--- config.mk ---
export PLATFORM = sky130hd
export DESIGN_NAME = chm_front
export DESIGN_NICKNAME = d
export VERILOG_FILES = /design/src/hw/rtl/chm_pkg.sv /design/src/hw/rtl/chm_front.sv
export SDC_FILE = /design/constraint.sdc
export NUM_CORES = 1
export LEC_CHECK = 0
export BUFFER_PORTS_ARGS = -buffer_cell sky130_fd_sc_hd__buf_4
export CELL_PAD_IN_SITES_DETAIL_PLACEMENT = 1
export CELL_PAD_IN_SITES_GLOBAL_PLACEMENT = 1
export CORE_MARGIN = 4
export CORE_UTILIZATION = 40
export CTS_CLUSTER_DIAMETER = 30
export DETAILED_ROUTE_END_ITERATION = 12
export PLACE_DENSITY = 0.66
export SLEW_MARGIN = 20
export SYNTH_ARGS = -nofsm -noshare
export SYNTH_HDL_FRONTEND = slang
export SYNTH_SLANG_ARGS = --single-unit
export TNS_END_PERCENT = 50
--- constraint.sdc ---
create_clock -name clk -period 17.2 [get_ports clk]
set_clock_uncertainty 0.15 [all_clocks]
set_input_delay 3.44 -clock clk [delete_from_list [all_inputs] [get_ports clk]]
set_output_delay 3.44 -clock clk [all_outputs]
set_load 0.01 [all_outputs]
--- src/hw/rtl/chm_pkg.sv ---
// ----------------------------------------------------------------------------
// chm_pkg
// Shared constants and the key mix function for the chained hash map engine.
// ----------------------------------------------------------------------------
package chm_pkg;

  // result status codes
  localparam logic [1:0] ST_PUT_OK   = 2'd0;
  localparam logic [1:0] ST_PUT_FULL = 2'd1;
  localparam logic [1:0] ST_GET_HIT  = 2'd2;
  localparam logic [1:0] ST_GET_MISS = 2'd3;

  // operation codes
  localparam logic OP_PUT = 1'b0;
  localparam logic OP_GET = 1'b1;

  localparam logic [31:0] HASH_MULT = 32'd2654435761;

  // shift-add-xor mix of the key, before the final multiply
  function automatic logic [31:0] mix32(input logic [31:0] k);
    logic [31:0] h;
    h = k;
    h = h + (h << 12);
    h = h ^ (h >> 22);
    h = h + (h << 4);
    h = h ^ (h >> 9);
    h = h + (h << 10);
    h = h ^ (h >> 2);
    h = h + (h << 7);
    h = h ^ (h >> 12);
    return h;
  endfunction

endpackage

--- src/hw/rtl/chm_front.sv ---
// ----------------------------------------------------------------------------
// chm_front
// Accepts operations, computes the bucket index (mix, multiply, and a
// serial restoring modulo by the bucket count), and pushes the classified
// transaction into a small queue toward the back end.
// ----------------------------------------------------------------------------
module chm_front #(
  parameter int NUM_BUCKETS = 256,
  parameter int VALUE_BITS  = 32,
  parameter int QDEPTH      = 2
) (
  input  logic                           clk,
  input  logic                           rst_n,
  input  logic                           in_push,
  output logic                           in_full,
  input  logic                           in_opcode,
  input  logic [31:0]                    in_key,
  input  logic [31:0]                    in_write_value,
  input  logic [8:0]                     bucket_count,
  input  logic                           q_pop,
  output logic                           q_empty,
  output logic                           q_opcode,
  output logic [31:0]                    q_key,
  output logic [VALUE_BITS-1:0]          q_value,
  output logic [$clog2(NUM_BUCKETS)-1:0] q_bucket
);

  localparam int BW = $clog2(NUM_BUCKETS);
  localparam int DW = (BW + 1 > 9) ? BW + 1 : 9;
  localparam int QW = $clog2(QDEPTH);

  typedef enum logic [3:0] {
    F_IDLE = 4'b0001,
    F_MUL  = 4'b0010,
    F_DIV  = 4'b0100,
    F_PUSH = 4'b1000
  } fstate_t;

  fstate_t                state_r, state_nxt;
  logic                   op_r;
  logic [31:0]            key_r;
  logic [VALUE_BITS-1:0]  val_r;
  logic [31:0]            h_r;
  logic [DW-1:0]          div_r;
  logic [DW-1:0]          rem_r;
  logic [5:0]             cnt_r;

  // divisor after clamping to 1..NUM_BUCKETS
  logic [DW-1:0] bc_ext, div_eff;
  assign bc_ext  = DW'(bucket_count);
  always_comb begin
    div_eff = bc_ext;
    if (bc_ext == '0) div_eff = DW'(1);
    if (bc_ext > DW'(NUM_BUCKETS)) div_eff = DW'(NUM_BUCKETS);
  end

  // queue storage
  logic                  qop   [QDEPTH];
  logic [31:0]           qkey  [QDEPTH];
  logic [VALUE_BITS-1:0] qval  [QDEPTH];
  logic [BW-1:0]         qbkt  [QDEPTH];
  logic [QW-1:0]         wp_r, rp_r;
  logic [QW:0]           cnt_q_r;
  logic                  q_full, q_push;

  assign q_full  = (cnt_q_r == (QW+1)'(QDEPTH));
  assign q_empty = (cnt_q_r == '0);
  assign q_push  = (state_r == F_PUSH) && !q_full;
  assign in_full = (state_r != F_IDLE);

  // one restoring step of the modulo
  logic [DW:0] rem_sh;
  assign rem_sh = {rem_r, h_r[31]};

  always_comb begin
    state_nxt = state_r;
    unique case (state_r)
      F_IDLE: if (in_push) state_nxt = F_MUL;
      F_MUL:  state_nxt = F_DIV;
      F_DIV:  if (cnt_r == 6'd31) state_nxt = F_PUSH;
      F_PUSH: if (!q_full) state_nxt = F_IDLE;
      default: state_nxt = F_IDLE;
    endcase
  end

  // control registers
  always_ff @(posedge clk) begin
    if (!rst_n) begin
      state_r <= F_IDLE;
      wp_r    <= '0;
      rp_r    <= '0;
      cnt_q_r <= '0;
    end else begin
      state_r <= state_nxt;
      if (q_push) wp_r <= (wp_r == QW'(QDEPTH-1)) ? '0 : wp_r + 1'b1;
      if (q_pop && !q_empty) rp_r <= (rp_r == QW'(QDEPTH-1)) ? '0 : rp_r + 1'b1;
      cnt_q_r <= cnt_q_r + (QW+1)'(q_push) - (QW+1)'(q_pop && !q_empty);
    end
  end

  // datapath: hash, multiply, bit-serial modulo
  always_ff @(posedge clk) begin
    unique case (state_r)
      F_IDLE: begin
        if (in_push) begin
          op_r  <= in_opcode;
          key_r <= in_key;
          val_r <= in_write_value[VALUE_BITS-1:0];
          h_r   <= chm_pkg::mix32(in_key) >> 3;
        end
      end
      F_MUL: begin
        h_r   <= h_r * chm_pkg::HASH_MULT;
        div_r <= div_eff;
        rem_r <= '0;
        cnt_r <= '0;
      end
      F_DIV: begin
        h_r   <= h_r << 1;
        cnt_r <= cnt_r + 6'd1;
        if (rem_sh >= {1'b0, div_r}) rem_r <= DW'(rem_sh - {1'b0, div_r});
        else                         rem_r <= rem_sh[DW-1:0];
      end
      default: ;
    endcase
    if (q_push) begin
      qop[wp_r]  <= op_r;
      qkey[wp_r] <= key_r;
      qval[wp_r] <= val_r;
      qbkt[wp_r] <= rem_r[BW-1:0];
    end
  end

  assign q_opcode = qop[rp_r];
  assign q_key    = qkey[rp_r];
  assign q_value  = qval[rp_r];
  assign q_bucket = qbkt[rp_r];

endmodule

# Yosys cells after proc, flatten, opt, wreduce, memory -nomap -nowiden
# Memories as Yosys holds them, arrays and structs flattened. A register that Yosys moved wholly into a read port is not among the register bits.
# Index checks and enable logic that the tools add are counted.
# totals
mem_bits_rw,146
output_inout_bits,75
memories,4
wordCells,77
reg_bits,129
# memory_table
memory,depth,width,rd,rd_clocked_by_memory_dff,write_ports,line,source
qkey,2,32,1,1,1,chm_front.sv:59,logic [31:0] qkey [QDEPTH];
qval,2,32,1,1,1,chm_front.sv:60,logic [VALUE_BITS-1:0] qval [QDEPTH];
qbkt,2,8,1,1,1,chm_front.sv:61,logic [BW-1:0] qbkt [QDEPTH];
qop,2,1,1,1,1,chm_front.sv:58,logic qop [QDEPTH];
# op_classes
add_sub_neg,10
mux,22
n_bitwise,4
n_mul,1
eq_ne,10
magnitude_cmp,2
n_reduce_logical,12
# ops
op,n
$add A32 B32 Y32,4
$pmux W32 S3,1
$mul A32 B32 Y32 const B,1
$mux W32,1
$xor A32 B10 Y32,1
$xor A32 B20 Y32,1
$xor A32 B23 Y32,1
$xor A32 B30 Y32,1
$mux W9,2
$pmux W9 S2,1
$pmux W4 S4,1
$mux W1,12
$mux W4,3
$pmux W6 S2,1
$ge A10 B9 Y1,1
$gt A9 B9 Y1 const B,1
$logic_not A9 Y1,1
$sub A9 B9 Y9,1
$add A6 B1 Y6 const B,1
$eq A6 B5 Y1 const B,1
$ne A2 B2 Y1 const B,3
$eq A4 B1 Y1 const B,1
$eq A4 B2 Y1 const B,1
$eq A4 B3 Y1 const B,1
other kinds (14),18

# Longest topological paths before layout
# logic_depth
depth_word,10
mapped_depth,54

# Least setup slack after synthesis
# OpenSTA, ideal clock, no wires.
# synth_timing
path_kind,in2reg
start,in in_key[1]
end,reg h_r[16] (data pin)
t_required_ps,16764
setup_ps,286
path_buffers,1
arrival_ps,13191
setup_slack_ps,3572
stages,53
path_cell_list,ha_1 a21o_1 a21oi_1 o21bai_1 a21oi_1 o21ai_0 a311oi_1 nor2b_1 o221ai_1 o21ai_0 nor2_1 xnor2_1 xor2_1 ha_1 o21ai_0 nor2_1 o21a_1 o21a_1 [17 not listed] a22o_1 nor2_1 xnor2_1 xnor2_1 xnor2_1 ha_1 nor3_1 nor2_1 a31oi_1 nor2b_1 o21a_1 o21ai_0 nand2b_1 a21oi_1 o21ai_0 xnor2_2 xnor3_1 o21ai_1
# synth_via
elab_chain_len,10
# synth_rtl
item,line,source
start: declaration,chm_front.sv:17,"input logic [31:0] in_key,"
$add A32 B32 Y32,chm_pkg.sv:23,h = h + (h << 12);
$xor A32 B10 Y32,chm_pkg.sv:24,h = h ^ (h >> 22);
$add A32 B32 Y32,chm_pkg.sv:25,h = h + (h << 4);
$xor A32 B23 Y32,chm_pkg.sv:26,h = h ^ (h >> 9);
$add A32 B32 Y32,chm_pkg.sv:27,h = h + (h << 10);
$xor A32 B30 Y32,chm_pkg.sv:28,h = h ^ (h >> 2);
$add A32 B32 Y32,chm_pkg.sv:29,h = h + (h << 7);
$xor A32 B20 Y32,chm_pkg.sv:30,h = h ^ (h >> 12);
$mux W32,chm_front.sv:105,if (in_push) begin
$pmux W32 S3,chm_front.sv:103,unique case (state_r)
end signal: assignment,chm_front.sv:109,h_r <= chm_pkg::mix32(in_key) >> 3;
end signal: assignment,chm_front.sv:113,h_r <= h_r * chm_pkg::HASH_MULT;
end signal: assignment,chm_front.sv:119,h_r <= h_r << 1;
end: declaration,chm_front.sv:43,logic [31:0] h_r;
# No other way between the ends. The select of a mux whose other input is x is not followed.
# A chain may end at the register's enable or synchronous reset.

# Final worst setup path
# layout_timing
start,in in_key[1]
end,reg h_r[15] (data pin)
# The elaborated chain is that of the path after synthesis.

==> metrics <==
status=completed; register area share after synthesis=33.6%; largest area contributor in the netlist=edfxtp_1; Final Hold Viols=0; final non-filler cell total=3173; Core ar.=0.0604 mm^2; dpl cells=3049; # nets final=2913; Seq cells post-synth=276; drt wl/cell=22.4 um; Placement Setup Slack=1.96 ns; number of global-route vias before repair=18649; width of the die=255 um; Final Worst Setup Slack=2.39 ns; final period utilization=86.1%; First-pass DRT Iterations=5; Die Y=255 um; critical path capture point type=flip-flop; Detail Route Antenna Nets=0; antenna violations before repair=2; ranking of synthesized cells by area=edfxtp_1 33%, fa_1 17%, ha_1 15%; CP startpoint kind=input port; slowest CP cell=nor4_1; Critical Path AT=14.93 ns; most instantiated cells after synthesis=331 x inv_1, 289 x ha_1, 267 x edfxtp_1; Post-CTS Setup Inserts=0; Syn-to-layout area delta=17.6%; Slew Limit Fails=0; Slew HR=28.8%; top-count cell post-synth=inv_1; CTS resizes=0; Site Rows=90; Primary FF master, synth=edfxtp_1; delay-heaviest family, CP=compound AO/OA/AOI/OAI gates; H-tree levels=3; post-synthesis net count=2711; Peak Freq=67.5 MHz; global route overflow=0; async set or reset register ratio after synthesis=0%; CTS tree=done; layout cells sized above 1=15.2%; syn avg cell area=11.4 um^2; placer congestion estimate=0.888; Ports=153; WP data required=17.32 ns; Distinct cells, synth=81; via count=16776; GRT Total Usage=22.0%; Least-Margin Pin Slew=1.07 ns; # DRC=0; routed vias/inst=5.29; first-pass GRT wire length=110000 um; clk slew on worst S/H paths=0.04 ns; biggest cell delay along the critical path=0.65 ns; EDFF count, synth=267; max-cap violation count=0; total die area=0.0650 mm^2; PortBufs=152; Fin Setup TNS=0 ns; Post-Syn Area=0.0244 mm^2; peak fanout along the critical path=10; Inserted Clock Buffers=68; clk_lat worst skew=0.56 ns; Synth top area share=32.9%; CP Buf/Inv Count=1; CP dominant cell by count=a21oi_1; HPWL after DPL=55100 um; pin count of the biggest net entering global routing=74; Clock Sinks=276; min cycle time layout=14.81 ns; Fillers=6470; RSZ-0062 raised after global routing=false; clk buf depth=3; yosys synthesis warning count=0; crit path kind=input port to flip-flop; final setup fails=0; Routed WL=70900 um; hold buffers post-CTS=0; Starting DRT DRC Count=932; root buf cell=clkbuf_16; Initial Util=40.4%; Synth Instances=2135; worst hold path type=flip-flop to flip-flop
flip-flops by register name, indices dropped and copies added, names as in the netlist, 2 cells and up, named ones only:
register / cells
qkey: 64
qval: 64
h_r: 32
key_r: 32
val_r: 32
qbkt: 16
div_r: 9
rem_r: 9
cnt_r: 6
state_r: 4
cnt_q_r: 2
qop: 2
cell type report:
| type | instances | area (um^2) | area share [%] |
|---|---|---|---|
| Antenna cell | 2 | 5.00 | 0.0175 |
| Clock buffer | 74 | 1750 | 6.09 |
| Clock inverter | 48 | 432 | 1.51 |
| Inverter | 333 | 1250 | 4.36 |
| Multi-Input combinational cell | 1493 | 14800 | 51.7 |
| Sequential cell | 276 | 8200 | 28.6 |
| Tap cell | 782 | 978 | 3.41 |
| Timing Repair Buffer | 165 | 1240 | 4.32 |
cells by family (layout without fill, tap and decap cells):
logic type      after synthesis  in the layout  share of synthesized area (%)
simple gates                323            323                           6.51
xor+xnor                    224            224                           8.31
mux                          84             84                           3.83
other cells                   0              2                              0
buf+inv                     366            620                           5.69
flops                       276            276                           33.6
fa+ha+maj                   501            501                           32.1
compound gates              361            361                           9.94
through the flow:
step	hold WS (ns)	area [um^2]	util, %
after CTS	0.283	28700	47.5
after global placement	0.272	26500	43.9
final	0.290	28700	47.5
after global routing	0.285	28700	47.5
after detailed placement	0.283	26500	43.9
after floorplan	0.271	24400	-
per-layer routing:
metal | GRT usage [%] | vias to the layer above | part of all wire, %
li1 | - | 7834 | -
met1 | 29.6 | 8521 | 44
met2 | 37.4 | 320 | 49
met3 | 2.99 | 101 | 3.5
met4 | 6.27 | 0 | 2.7
met5 | 0 | - | 0
final timing paths:
path | start | end | slack (ns) | depth (start not counted)
max | in_key[1] | h_r[15] | 2.39 | 50
min | key_r[16] | qkey[0][16] | 0.29 | 0
max reg2reg | h_r[3] | h_r[28] | 8.22 | 29
min reg2reg | key_r[16] | qkey[0][16] | 0.29 | 0
layout by cell type, fill, tap and decap left out, types with 7 or more instances in the layout:
| master | Yosys | final |
|---|---|---|
| a211oi_1 | 11 | 11 |
| a21o_1 | 40 | 40 |
| a21oi_1 | 86 | 86 |
| a22oi_1 | 17 | 17 |
| a31oi_1 | 17 | 17 |
| and2_1 | 21 | 20 |
| and3_1 | 14 | 14 |
| buf_4 | 1 | 165 |
| clkbuf_16 | 0 | 69 |
| clkinv_1 | 1 | 18 |
| clkinv_2 | 0 | 14 |
| dfxtp_1 | 9 | 8 |
| edfxtp_1 | 267 | 267 |
| fa_1 | 209 | 209 |
| ha_1 | 289 | 289 |
| inv_1 | 331 | 331 |
| mux2_2 | 74 | 74 |
| mux2i_1 | 10 | 10 |
| nand2_1 | 71 | 71 |
| nand2b_1 | 15 | 15 |
| nand3_1 | 20 | 20 |
| nor2_1 | 94 | 91 |
| nor2b_1 | 17 | 17 |
| nor3_1 | 30 | 30 |
| o21a_1 | 16 | 16 |
| o21ai_0 | 65 | 65 |
| o21bai_1 | 18 | 18 |
| o221ai_1 | 9 | 9 |
| o22ai_1 | 8 | 8 |
| or3_1 | 7 | 7 |
| xnor2_1 | 150 | 150 |
| xor2_1 | 68 | 68 |
Power is not shown: default switching activity piles up to over one toggle a cycle in this logic, so the estimate is an artifact.
